$ cat config.mk
export PLATFORM = sky130hd
export DESIGN_NAME = gre_header_checker_unit
export DESIGN_NICKNAME = d
export VERILOG_FILES = /design/src/gre_chk_pkg.sv /design/src/gre_chk_verdict.sv /design/src/gre_header_checker_unit.sv
export SDC_FILE = /design/constraint.sdc
export NUM_CORES = 1
export LEC_CHECK = 0
export ABC_AREA = 1
export BUFFER_PORTS_ARGS = -buffer_cell sky130_fd_sc_hd__buf_2
export CORE_UTILIZATION = 60
export CTS_CLUSTER_SIZE = 14
export DETAILED_ROUTE_END_ITERATION = 6
export GPL_TIMING_DRIVEN = 0
export PLACE_DENSITY = 0.82
export SETUP_SLACK_MARGIN = 0.3
export SLEW_MARGIN = 20
export SYNTH_ARGS = -nofsm -noshare
export SYNTH_HDL_FRONTEND = slang
export SYNTH_SLANG_ARGS = --single-unit
export TNS_END_PERCENT = 5
$ cat constraint.sdc
create_clock -name aclk -period 9.1 [get_ports aclk]
set_input_delay 1.82 -clock aclk [delete_from_list [all_inputs] [get_ports aclk]]
set_output_delay 1.82 -clock aclk [all_outputs]
set_load 0.02 [all_outputs]
$ cat src/gre_chk_pkg.sv
// Shared types and constants for the GRE header checker.
// No dependencies; imported by gre_chk_verdict, gre_header_checker_unit and the testbench.
package gre_chk_pkg;

    localparam int unsigned CFG_IDX_W = 1;
    localparam int unsigned CFG_DATA_W = 32;

    localparam logic [CFG_IDX_W-1:0] REG_KEY_REQUIRED = 1'd0;
    localparam logic [CFG_IDX_W-1:0] REG_TUNNEL_KEY   = 1'd1;

    localparam int unsigned FLAG_CSUM_BIT = 7;
    localparam int unsigned FLAG_KEY_BIT  = 5;
    localparam int unsigned FLAG_SEQ_BIT  = 4;

    localparam logic [15:0] PROTO_IPV4 = 16'h0800;
    localparam logic [15:0] PROTO_IPV6 = 16'h86DD;
    localparam logic [15:0] PROTO_NHRP = 16'h2001;

    localparam logic [4:0] COUNT_MAX = 5'd31;

    localparam logic [2:0] ST_OK         = 3'd0;
    localparam logic [2:0] ST_TOO_SHORT  = 3'd1;
    localparam logic [2:0] ST_BAD_VER    = 3'd2;
    localparam logic [2:0] ST_KEY_FLAG   = 3'd3;
    localparam logic [2:0] ST_KEY_VALUE  = 3'd4;
    localparam logic [2:0] ST_BAD_PROTO  = 3'd5;

    localparam logic [1:0] CLS_IPV4 = 2'd0;
    localparam logic [1:0] CLS_IPV6 = 2'd1;
    localparam logic [1:0] CLS_NHRP = 2'd2;

    typedef struct packed {
        logic [7:0]  flag_byte;
        logic [2:0]  version_bits;
        logic [15:0] protocol_word;
        logic [31:0] key_word;
        logic [4:0]  byte_count;
    } pkt_fields_t;

    typedef struct packed {
        logic       strip_header;
        logic [1:0] proto_class;
        logic [4:0] header_len;
        logic [2:0] status;
    } verdict_t;

endpackage

$ cat src/gre_chk_verdict.sv
// Verdict logic: status, header length, protocol class and strip flag from captured fields.
// Depends on gre_chk_pkg.
module gre_chk_verdict (
    input  gre_chk_pkg::pkt_fields_t fields,
    input  logic                     key_required,
    input  logic [31:0]              tunnel_key,
    output gre_chk_pkg::verdict_t    verdict
);
    import gre_chk_pkg::*;

    logic       csum;
    logic       kf;
    logic       sf;
    logic [4:0] hlen;
    logic [4:0] key_end;
    logic [4:0] len;

    assign csum    = fields.flag_byte[FLAG_CSUM_BIT];
    assign kf      = fields.flag_byte[FLAG_KEY_BIT];
    assign sf      = fields.flag_byte[FLAG_SEQ_BIT];
    assign len     = fields.byte_count;
    assign hlen    = 5'd4 + {2'b00, csum, 2'b00} + {2'b00, kf, 2'b00} + {2'b00, sf, 2'b00};
    assign key_end = csum ? 5'd12 : 5'd8;

    always_comb begin
        verdict.status       = ST_OK;
        verdict.header_len   = hlen;
        verdict.proto_class  = CLS_IPV4;
        verdict.strip_header = 1'b0;
        priority if (len < 5'd4) begin
            verdict.status = ST_TOO_SHORT;
        end else if (fields.version_bits != 3'd0) begin
            verdict.status = ST_BAD_VER;
        end else if (csum && len < 5'd8) begin
            verdict.status = ST_TOO_SHORT;
        end else if (kf != key_required) begin
            verdict.status = ST_KEY_FLAG;
        end else if (kf && len < key_end) begin
            verdict.status = ST_TOO_SHORT;
        end else if (kf && fields.key_word != tunnel_key) begin
            verdict.status = ST_KEY_VALUE;
        end else if (sf && len < hlen) begin
            verdict.status = ST_TOO_SHORT;
        end else if (fields.protocol_word == PROTO_IPV4) begin
            verdict.proto_class  = CLS_IPV4;
            verdict.strip_header = 1'b1;
        end else if (fields.protocol_word == PROTO_IPV6) begin
            verdict.proto_class  = CLS_IPV6;
            verdict.strip_header = 1'b1;
        end else if (fields.protocol_word == PROTO_NHRP) begin
            verdict.proto_class  = CLS_NHRP;
        end else begin
            verdict.status = ST_BAD_PROTO;
        end
    end

endmodule

$ cat src/gre_header_checker_unit.sv
// GRE receive header checker, top level: byte capture, config registers, result register.
// Depends on gre_chk_pkg and gre_chk_verdict.
//
//  channel | dir | payload                                          | handshake
//  s_      | in  | tdata[7:0] data_byte, tlast last_byte            | tvalid/tready
//  m_      | out | tdata status, header_len, proto_class, strip     | tvalid/tready
//  cfg_    | in  | cfg_index, cfg_wdata                             | cfg_we
//
// One byte per cycle while s_tready is high. The verdict for a packet appears on m_
// the cycle after its last byte transfer. Synchronous active-low reset clears config
// and packet state. s_tready drops only while a verdict waits and m_tready is low.
module gre_header_checker_unit (
    input  logic                                 aclk,
    input  logic                                 aresetn,
    input  logic                                 s_tvalid,
    output logic                                 s_tready,
    input  logic [7:0]                           s_tdata,   // [7:0] data_byte
    input  logic                                 s_tlast,
    output logic                                 m_tvalid,
    input  logic                                 m_tready,
    output logic [15:0]                          m_tdata,   // [2:0] status, [7:3] header_len,
                                                            // [9:8] proto_class,
                                                            // [10] strip_header, [15:11] 0
    input  logic                                 cfg_we,
    input  logic [gre_chk_pkg::CFG_IDX_W-1:0]    cfg_index,
    input  logic [gre_chk_pkg::CFG_DATA_W-1:0]   cfg_wdata
);
    import gre_chk_pkg::*;

    logic        key_required_reg;
    logic [31:0] tunnel_key_reg;

    pkt_fields_t fields_reg;
    pkt_fields_t fields_next;
    verdict_t    verdict;
    verdict_t    result_reg;
    logic        m_tvalid_reg;

    logic        accept;
    logic [4:0]  pos;
    logic [4:0]  key_off;

    assign s_tready = !m_tvalid_reg || m_tready;
    assign accept   = s_tvalid && s_tready;
    assign pos      = fields_reg.byte_count;

    always_comb begin
        fields_next = fields_reg;
        if (pos == 5'd0) begin
            fields_next.flag_byte = s_tdata;
        end
        if (pos == 5'd1) begin
            fields_next.version_bits = s_tdata[2:0];
        end
        if (pos == 5'd2) begin
            fields_next.protocol_word[15:8] = s_tdata;
        end
        if (pos == 5'd3) begin
            fields_next.protocol_word[7:0] = s_tdata;
        end
        key_off = fields_next.flag_byte[FLAG_CSUM_BIT] ? 5'd8 : 5'd4;
        if (pos >= key_off && pos < key_off + 5'd4) begin
            fields_next.key_word = {fields_reg.key_word[23:0], s_tdata};
        end
        if (pos < COUNT_MAX) begin
            fields_next.byte_count = pos + 5'd1;
        end
    end

    gre_chk_verdict u_verdict (
        .fields       (fields_next),
        .key_required (key_required_reg),
        .tunnel_key   (tunnel_key_reg),
        .verdict      (verdict)
    );

    always_ff @(posedge aclk) begin
        if (!aresetn) begin
            key_required_reg <= 1'b0;
            tunnel_key_reg   <= 32'd0;
        end else if (cfg_we) begin
            unique case (cfg_index)
                REG_KEY_REQUIRED: key_required_reg <= cfg_wdata[0];
                REG_TUNNEL_KEY:   tunnel_key_reg   <= cfg_wdata[31:0];
                default: ;
            endcase
        end
    end

    always_ff @(posedge aclk) begin
        if (!aresetn) begin
            fields_reg <= '0;
        end else if (accept) begin
            if (s_tlast) begin
                fields_reg <= '0;
            end else begin
                fields_reg <= fields_next;
            end
        end
    end

    always_ff @(posedge aclk) begin
        if (!aresetn) begin
            m_tvalid_reg <= 1'b0;
        end else if (accept && s_tlast) begin
            m_tvalid_reg <= 1'b1;
        end else if (m_tready) begin
            m_tvalid_reg <= 1'b0;
        end
    end

    always_ff @(posedge aclk) begin
        if (accept && s_tlast) begin
            result_reg <= verdict;
        end
    end

    assign m_tvalid = m_tvalid_reg;
    assign m_tdata  = {5'd0, result_reg};

endmodule

==> results.py, run 1 <==
metrics = {
    "status": {
        "status": "completed",
    },
    "setup_path": {
        "path_class": "primary input to flop",
        "path_cells": "buf_2 -> inv_1 -> nand3_1 -> nand2_1 -> inv_1 -> ha_1 -> o21a_1 -> nor2_4 -> buf_2 -> nand3_1 -> nand2_1 -> nand2_1 -> nand2_1 -> nand2_1 -> nor2_1 -> nand2_1 -> nor2_1 -> nand2_1 -> nand2_1 -> nand2_1 -> nor3_1",
        "critPathArrivalTime_ns": 4.67,
        "cp_max_fo": 10,
        "cpMostUsedCell": "nand2_1",
        "slowest_delay_ns": 0.30,
        "worst_path_max_delay_cell": "ha_1",
        "critPathLaunchType": "primary input",
        "required_ns": 9.31,
        "endpoint_kind": "flop",
    },
    "synth": {
        "yosysWarnings": 0,
        "ys_types": 30,
        "syn_inst": 877,
        "syn_avg_cell_area_um2": 6.437,
        "ys_ff_latch": 102,
        "yosysTopAreaCell": "dfxtp_1",
        "synth_top_area_share": 0.3298,
        "synth_area_um2": 5645,
        "ys_seq_area_frac": 0.3777,
        "synth_area_leaders": "dfxtp_1 33%, nand2_1 18%, nand3_1 9.0%",
    },
    "power_and_ir_drop": {
        "pwr_density_cell_nw_per_um2": 164.2,
        "p_int_mw": 0.7176,
        "switching_share": 0.3088,
        "seqPwrFrac": 0.463,
        "p_leak_nw": 2.921,
        "switchingPower_mw": 0.3207,
        "ir_worst_vdd_v": 0.00008496,
        "clkPwrFrac": 0.318,
        "combinationalPowerShare": 0.220,
    },
    "global_routing": {
        "grt_max_degree": 17,
        "grt_pass1_vias": 5074,
        "grtUsageTotal": 0.3066,
        "grt.overflow.total": 0,
        "antenna_found_initial": 0,
        "grt_first_pass_wirelength_um": 23550,
    },
    "timing": {
        "max-slew-margin-rel": 0.3995,
        "fmax_mhz": 224.4,
        "finalWorstSetupSlack_ns": 4.643,
        "whs_ns": 0.4688,
        "worstMarginPinSlew_ns": 0.8975,
        "slew_violations": 0,
        "rsz0062_at_grt": "false",
        "min_period_over_period": 0.4898,
        "setup_viol": 0,
        "period_needed_ns": 4.457,
        "setup_tns_ns": 0,
        "fin_skew_ns": 0.009077,
        "hold_viol_final": 0,
    },
    "clocking": {
        "clk_latency_ns": 0.37,
        "cts_resized": 0,
        "path_clk_slew_ns": 0.09,
        "clk_root_buffer_cell": "clkbuf_8",
        "post-cts-setup-buffers": 0,
        "cts_buffers": 9,
        "clockBufferDepth": 2,
        "cts_tree": "done",
        "h-tree-depth": 3,
        "hold_buffers": 0,
        "cts_sinks": 102,
    },
    "route": {
        "drt_iter0_drc": 319,
        "drc": 0,
        "routed_wl_um": 14490,
        "wl_per_cell_um": 13.60,
        "vias": 5739,
        "ant_nets": 0,
        "firstDrtPassIters": 5,
        "routed_via_density": 5.384,
    },
    "placement": {
        "hpwl_um": 10600,
        "numPortBuffers": 57,
        "routabilityCongestion": 0.9483,
        "pre_cts_slack_ns": 4.315,
        "dpl.cell_count": 1051,
    },
    "final_layout": {
        "n_antenna_cell": 0,
        "largest_reg_flops": 54,
        "layout-drive-gt1-share": 0.1037,
        "layout_commonest_cell": "nand2_1",
        "final_cell_mix": "274 x nand2_1, 122 x inv_1, 102 x nand3_1",
        "fin_nets": 1008,
        "area_growth_pct": 11.99,
        "final_cells": 1066,
    },
    "job": {
        "max_cap_violations": 0,
    },
    "die": {
        "coreArea_um2": 9196,
        "io_pins": 65,
        "dieArea_um2": 9801,
        "die_x_um": 99,
        "die_h_um": 99,
        "start_util": 0.6139,
        "core.rowCount": 35,
    },
    "hold_path": {
        "min_path_type": "flop to flop",
    },
}
==> final cells by class <==
class	instances	area, um2
fillers	877	2874
multi-input cells	611	2821
flip-flops and latches	102	2132
inverters	123	461.7
repair buffers	57	285.3
plain buffers	47	252.7
clock buffers	10	148.9
well taps	111	138.9
clock inverters	5	81.33
==> per-layer routing <==
metal  vias up  wire [um]  global-route usage
li1       2946          -                   -
met4         0        394              0.1343
met3        26        989             0.03830
met5         -          0                   0
met2       194       6665              0.5234
met1      2573       6444              0.3889
==> power by group through the flow <==
stage	clock, mW	sequential (mW)	combinational (mW)
floorplan	0	0.492	0.159
global placement	0	0.490	0.219
detailed placement	0	0.491	0.223
CTS	0.332	0.480	0.225
global route	0.350	0.482	0.256
finish	0.330	0.480	0.228
==> stage by stage <==
| step | instance area, um2 | utilization | power [mW] |
|---|---|---|---|
| finish | 6322 | 0.6875 | 1.038 |
| global route | 6322 | 0.6875 | 1.089 |
| CTS | 6322 | 0.6875 | 1.037 |
| detailed placement | 6092 | 0.6624 | 0.7135 |
| global placement | 6092 | 0.6624 | 0.7095 |
| floorplan | 5668 | - | 0.6515 |
==> critical path, delay by kind of cell <==
kind / cells / cell delay, ns
buffers and inverters: 4 / 0.67
AOI/OAI and AO/OA: 1 / 0.21
adders and majority gates: 1 / 0.30
and+or+nand+nor: 15 / 1.66
==> path summary, 6_finish.rpt <==
kind         slack [ns]                        start  depth (start not counted)                     endpoint
min                0.47  fields_reg[60]$_SDFFE_PN0P_                          2  fields_reg[60]$_SDFFE_PN0P_
max                4.64                   s_tdata[7]                         21     m_tdata[9]$_SDFFCE_PP0P_
min reg2reg        0.47  fields_reg[60]$_SDFFE_PN0P_                          2  fields_reg[60]$_SDFFE_PN0P_
max reg2reg        5.48          pos[0]$_SDFFE_PN0P_                         24     m_tdata[9]$_SDFFCE_PP0P_
==> cells by family (layout without fill, tap and decap cells) <==
logic type | count (synthesis) | after routing | synth area share
and+or+nand+nor | 432 | 432 | 0.3247
DFF | 102 | 102 | 0.3777
xor gates and xnor gates | 3 | 3 | 0.004655
buffers and inverters | 170 | 242 | 0.1266
adders and majority gates | 10 | 10 | 0.02216
AOI/OAI and AO/OA | 159 | 159 | 0.1436
other | 1 | 7 | 0.0006643
==> cell usage after synthesis <==
master and n:
nand3b_1 7, nand2_1 274, o21a_1 2, buf_1 2, nor3_1 7, nand3_1 102, nand2_2 2, nand3b_2 1
xnor2_1 2, nand3_2 1, xor2_1 1, o21ai_0 60, o21bai_1 1, o22ai_1 6, a21oi_1 88, nand4_1 3
ha_1 10, o21ai_1 2, inv_1 122, clkbuf_1 24, dfxtp_1 93, buf_6 4, conb_1 1, buf_2 7
nor4_1 3, clkinv_1 1, nor2_1 30, edfxtp_1 9, buf_4 10, nor2_4 2
Note: power is estimated with default switching activity, not from simulation.
==> inputs of run 2 (changes only) <==
Settings changed: ABC_AREA 1 to 0, CORE_UTILIZATION 60 to 59, PLACE_DENSITY 0.82 to 0.81.
Clock period 9.1 ns to 4.3 ns, I/O delays scaled along.
==> run 2 against run 1 <==
The flow now finishes with violations (design-rule violations). Worst hold slack improved by 0.051 ns. Total power increased by 79%. Routed wire length is 0.70% lower. Clock skew is 0.0032 ns higher. Synthesized cell count fell by 30%. Sequential power up 110%. Global-route usage down 0.67 points. Combinational power rose by 18%. Cell count is 25% lower. Cell area down 3.2%. Register-to-register slack lost 5.0 ns. Critical path type is now flop to flop. Critical endpoint is now m_tdata[2]$_SDFFCE_PP0P_.
==> results.py, run 2 <==
metrics = {
    "final_layout": {
        "fin_nets": 745,
        "area_growth_pct": 11.66,
        "ff_latch_area_um2": 2132,
        "layout_commonest_cell": "dfxtp_1",
        "largest_reg_flops": 54,
        "multiInputGateArea_um2": 3108,
        "nFillCells": 751,
        "layout-drive-gt1-share": 0.1443,
        "n_antenna_cell": 0,
        "final_cell_mix": "93 x dfxtp_1, 82 x nand2_1, 64 x nor2b_1",
    },
    "global_routing": {
        "grt_first_pass_wirelength_um": 22400,
        "grt_max_degree": 19,
        "grtUsageTotal": 0.2999,
        "grt.overflow.total": 0,
        "grt_pass1_vias": 4454,
        "antenna_found_initial": 0,
    },
    "power_and_ir_drop": {
        "ir_worst_vdd_v": 0.0001499,
        "p_int_mw": 1.312,
        "pwr_density_cell_nw_per_um2": 303.2,
        "clkPwrFrac": 0.312,
        "switchingPower_mw": 0.5437,
        "combinationalPowerShare": 0.144,
        "p_leak_nw": 2.349,
        "switching_share": 0.2929,
        "seqPwrFrac": 0.543,
    },
    "timing": {
        "fin_skew_ns": 0.01230,
        "period_needed_ns": 3.857,
        "fmax_mhz": 259.3,
        "finalWorstSetupSlack_ns": 0.4428,
        "rsz0062_at_grt": "false",
        "setup_viol": 0,
        "setup_tns_ns": 0,
        "hold_viol_final": 0,
        "slew_violations": 0,
        "min_period_over_period": 0.8970,
        "whs_ns": 0.5198,
        "worstMarginPinSlew_ns": 0.9453,
        "max-slew-margin-rel": 0.3615,
    },
    "synth": {
        "ys_ff_latch": 102,
        "yosysTopAreaCell": "dfxtp_1",
        "async_reset_ff_frac": 0,
        "synthAdderAreaFrac": 0.02282,
        "yosys.area_share.simple": 0.2309,
        "ys_seq_area_frac": 0.3889,
        "syn_avg_cell_area_um2": 8.886,
        "synth_mux_area_frac": 0.02716,
        "ys.flop_type": "dfxtp_1",
        "syn_inst": 617,
        "synth.most_common_cell": "dfxtp_1",
        "ys_types": 65,
        "yosysWarnings": 0,
        "synth_area_um2": 5483,
        "synth_top_family_by_area": "simple AND/OR/NAND/NOR gates",
        "synthXorXnorAreaFrac": 0.08147,
        "synth_top_area_share": 0.3396,
        "synth_compound_area_frac": 0.1958,
        "synth_area_leaders": "dfxtp_1 34%, a22oi_1 7.7%, nor2b_1 7.3%",
        "synth_enable_flop_cells": 9,
        "synth_commonest_cells": "93 x dfxtp_1, 83 x nand2_1, 64 x nor2b_1",
    },
    "route": {
        "drc": 6,
        "wl_per_cell_um": 17.97,
        "firstDrtPassIters": 7,
        "drt_iter0_drc": 221,
        "vias": 4742,
        "routed_wl_um": 14390,
        "routed_via_density": 5.920,
        "ant_nets": 0,
    },
    "die": {
        "dieArea_um2": 9683,
        "die_x_um": 98.40,
        "io_pins": 65,
        "coreArea_um2": 8848,
        "die_h_um": 98.40,
        "core.rowCount": 34,
        "start_util": 0.6196,
    },
    "setup_path": {
        "critPathArrivalTime_ns": 3.99,
        "critPathLaunchType": "flop",
        "endpoint_kind": "flop",
        "path_cells": "inv_1 -> ha_2 -> nor4b_4 -> mux2_2 -> ha_1 -> nand2b_1 -> a311oi_2 -> and2_1 -> buf_2 -> mux2i_1 -> a221oi_2 -> a41oi_2 -> o21a_1",
        "cp_max_fo": 9,
        "r2r_start": "pos[0]$_SDFFE_PN0P_",
        "worst_path_max_delay_cell": "mux2_2",
        "r2r_setup_slack_ns": 0.44,
        "required_ns": 4.43,
        "slowest_delay_ns": 0.46,
        "startpoint": "pos[0]$_SDFFE_PN0P_",
        "path_class": "flop to flop",
    },
    "hold_path": {
        "min_path_type": "flop to flop",
        "worstHoldStart": "tunnel_key_reg[2]$_SDFFE_PN0P_",
    },
    "job": {
        "max_cap_violations": 0,
    },
    "placement": {
        "hpwl_um": 10770,
        "routabilityCongestion": 0.9439,
        "pre_cts_slack_ns": 0.2304,
        "numPortBuffers": 50,
    },
    "clocking": {
        "path_clk_slew_ns": 0.10,
        "cts_sinks": 102,
        "clockBufferDepth": 2,
        "h-tree-depth": 3,
        "clk_latency_ns": 0.37,
        "cts_tree": "done",
        "clk_root_buffer_cell": "clkbuf_8",
        "cts_buffers": 9,
    },
    "status": {
        "status": "complete, but fails checks",
        "violations": "design-rule violations",
    },
}
run 2: kinds of logic (layout without fill, tap and decap cells):
family / after synthesis / after routing
AOI/OAI and AO/OA: 144 / 144
xor gates and xnor gates: 51 / 51
adders and majority gates: 10 / 10
buffers and inverters: 66 / 136
DFF: 102 / 102
muxes: 14 / 14
other: 1 / 7
and+or+nand+nor: 229 / 229
run 2: area by class of cell:
class                      count  share of cell area
tap                          108             0.02207
clock buffer                   9             0.02023
buffer                        44             0.03331
clock inverter                 7            0.009197
inverter                      22             0.01349
sequential                   102              0.3483
timing repair buffer          54             0.04578
multi-input combinational    455              0.5077
run 2: what timing repair did:
item / in CTS / in global routing
hold buffers: 0 / 0
pin swaps: 0 / 2
resized for setup: 1 / 5
endpoints found under the setup margin: 4 / 5
setup buffers: 1 / 3
run 2: path summary, 6_finish.rpt:
kind                                    endpoint  cells past startpoint
hold reg to reg   tunnel_key_reg[2]$_SDFFE_PN0P_                      2
hold / removal    tunnel_key_reg[2]$_SDFFE_PN0P_                      2
setup / recovery        m_tdata[2]$_SDFFCE_PP0P_                     13
setup reg to reg        m_tdata[2]$_SDFFCE_PP0P_                     13
run 2: stage by stage:
step	instances	cell area, um2	utilization	total power, mW
2_1_floorplan	623	5505	-	1.200
3_3_place_gp	781	5891	0.6657	1.274
3_5_place_dp	781	5891	0.6657	1.283
4_1_cts	798	6081	0.6872	1.845
5_1_grt	801	6122	0.6919	1.928
6_report	801	6122	0.6919	1.856
run 2: worst max-delay path, delay by kind of cell, from the launching register on:
kind	cells	cell delay [ns]
AOI/OAI and AO/OA	4	1.17
adders and majority gates	2	0.55
buffers and inverters	2	0.35
DFF	1	0.41
muxes	2	0.57
and+or+nand+nor	3	0.57
run 2: layer usage:
| metal | track usage | wire, um |
|---|---|---|
| met3 | 0.05369 | 790 |
| met5 | 0 | 0 |
| met1 | 0.3673 | 6097 |
| met2 | 0.5238 | 7046 |
| met4 | 0.1160 | 459 |
run 2: power groups by stage:
stage	combinational, mW	clock [mW]	sequential, mW
5_1_grt	0.294	0.624	1.01
3_3_place_gp	0.245	0	1.03
4_1_cts	0.257	0.581	1.01
2_1_floorplan	0.173	0	1.03
6_report	0.268	0.579	1.01
3_5_place_dp	0.253	0	1.03
==> inputs of run 3 (changes only) <==
Settings changed: CORE_ASPECT_RATIO set to 0.5.
Clock period 4.3 ns to 4.4 ns, I/O delays scaled along.
==> run 3 against run 2 <==
The flow still finishes with violations (design-rule violations). Flip-flop and latch count unchanged. Clock skew decreased by 0.0045 ns. Worst hold slack got worse by 0.0097 ns. Worst setup slack improved by 0.11 ns. Combinational power decreased by 2%.
==> results.py, run 3 (same netlist as run 2, synthesis figures left out) <==
metrics = {
    "placement": {
        "numPortBuffers": 50,
        "routabilityCongestion": 0.9839,
        "hpwl_um": 10250,
    },
    "global_routing": {
        "grtUsageTotal": 0.3024,
        "antenna_found_initial": 0,
        "grt_first_pass_wirelength_um": 22560,
        "grt.overflow.total": 0,
        "grt_pass1_vias": 4426,
        "grt_max_degree": 18,
    },
    "route": {
        "firstDrtPassIters": 7,
        "vias": 4798,
        "drt_iter0_drc": 525,
        "drc": 4,
        "ant_nets": 0,
        "routed_wl_um": 14260,
        "wl_per_cell_um": 17.67,
        "routed_via_density": 5.945,
    },
    "timing": {
        "setup_viol": 0,
        "hold_viol_final": 0,
        "max-slew-margin-rel": 0.3113,
        "fmax_mhz": 259.6,
        "period_needed_ns": 3.852,
        "slew_violations": 0,
        "fin_skew_ns": 0.007824,
        "setup_tns_ns": 0,
        "worstMarginPinSlew_ns": 1.020,
        "rsz0062_at_grt": "false",
        "min_period_over_period": 0.8754,
    },
    "final_layout": {
        "n_antenna_cell": 0,
        "layout_commonest_cell": "dfxtp_1",
        "layout-drive-gt1-share": 0.1420,
        "ff_latch_area_um2": 2132,
        "multiInputGateArea_um2": 3136,
        "nFillCells": 724,
        "post-route-util": 0.7044,
        "area_growth_pct": 13.81,
        "final_cell_mix": "93 x dfxtp_1, 82 x nand2_1, 64 x nor2b_1",
        "largest_reg_flops": 54,
        "fin_nets": 742,
    },
    "clocking": {
        "path_clk_slew_ns": 0.07,
        "cts_buffers": 9,
        "h-tree-depth": 3,
        "cts_sinks": 102,
        "clockBufferDepth": 2,
        "clk_root_buffer_cell": "clkbuf_16",
        "clk_latency_ns": 0.35,
        "cts_tree": "done",
    },
    "power_and_ir_drop": {
        "p_int_mw": 1.470,
        "switchingPower_mw": 0.5399,
        "seqPwrFrac": 0.490,
        "pwr_density_cell_nw_per_um2": 322.1,
        "switching_share": 0.2686,
        "p_leak_nw": 2.387,
        "power_mw": 2.010,
        "combinationalPowerShare": 0.130,
        "clkPwrFrac": 0.380,
        "ir_worst_vdd_v": 0.0002024,
    },
    "die": {
        "coreArea_um2": 8859,
        "dieArea_um2": 9706,
        "die_h_um": 70.17,
        "io_pins": 65,
        "die_x_um": 138.3,
        "core.rowCount": 24,
        "start_util": 0.6189,
    },
    "setup_path": {
        "endpoint_kind": "flop",
        "path_cells": "inv_1 -> ha_2 -> nor4b_4 -> mux2_4 -> ha_1 -> nand2b_1 -> a311oi_4 -> nand2_2 -> mux2_1 -> a221oi_2 -> a41oi_2 -> o21a_1",
        "cp_max_fo": 9,
        "critPathArrivalTime_ns": 3.95,
        "slowest_delay_ns": 0.40,
        "critPathLaunchType": "flop",
        "worst_path_max_delay_cell": "dfxtp_1",
        "r2r_setup_slack_ns": 0.55,
        "required_ns": 4.50,
        "path_class": "flop to flop",
    },
    "job": {
        "max_cap_violations": 0,
    },
    "status": {
        "status": "complete, but fails checks",
        "violations": "design-rule violations",
    },
    "hold_path": {
        "min_path_type": "flop to flop",
    },
}
==> run 3: worst paths after layout <==
check,start,end,depth (start not counted)
worst min register to register,tunnel_key_reg[26]$_SDFFE_PN0P_,tunnel_key_reg[26]$_SDFFE_PN0P_,2
worst max-delay path,pos[0]$_SDFFE_PN0P_,m_tdata[2]$_SDFFCE_PP0P_,12
worst max register to register,pos[0]$_SDFFE_PN0P_,m_tdata[2]$_SDFFCE_PP0P_,12
worst min-delay path,tunnel_key_reg[26]$_SDFFE_PN0P_,tunnel_key_reg[26]$_SDFFE_PN0P_,2
==> run 3: critical path, delay by kind of cell, from the launching register on <==
kind	cells	cell delay, ns
compound gates	4	1.13
fa+ha+maj	2	0.52
simple gates	3	0.63
mux	2	0.76
flops	1	0.40
buf+inv	1	0.16
==> run 3: timing repair <==
action	CTS	global route
hold buffers	0	0
gates resized for setup	1	9
endpoints found under the setup margin	2	4
buffers inserted	1	0
pin swaps	0	1
==> run 3: metrics by stage <==
step                area, um2  worst slack [ns]  hold slack (ns)  cells
finish                   6240            0.5482           0.5101    807
global placement         5902            0.3252           0.4907    790
CTS                      6193            0.3782           0.5116    807
global route             6240            0.3380           0.5407    807
floorplan                5505            0.8805           0.4562    623
detailed placement       5902            0.2693           0.5015    790
==> run 3: per-layer routing <==
layer  track usage  vias to the layer above  part of all wire  wire [um]
met2        0.5008                      208              0.45       6449
met4       0.09988                        0             0.022        318
met1        0.3901                     2257              0.45       6476
met5             0                        -                 0          0
li1              -                     2300                 -          -
met3       0.07270                       33             0.071       1014
==> run 3: power groups by stage <==
stage / clock (mW) / combinational, mW / sequential [mW]
2_1_floorplan: 0 / 0.170 / 1.00
3_3_place_gp: 0 / 0.240 / 1.00
3_5_place_dp: 0 / 0.246 / 1.01
4_1_cts: 0.769 / 0.251 / 0.984
5_1_grt: 0.805 / 0.288 / 0.987
6_report: 0.763 / 0.262 / 0.985
==> run 3: cell type report <==
cell class                 instances  area share
inverter                          22     0.01323
timing repair buffer              51     0.04131
clock inverter                     6    0.006818
buffer                            44     0.03269
multi-input combinational        455      0.5025
tap                              117     0.02346
clock buffer                      10     0.03830
sequential                       102      0.3417
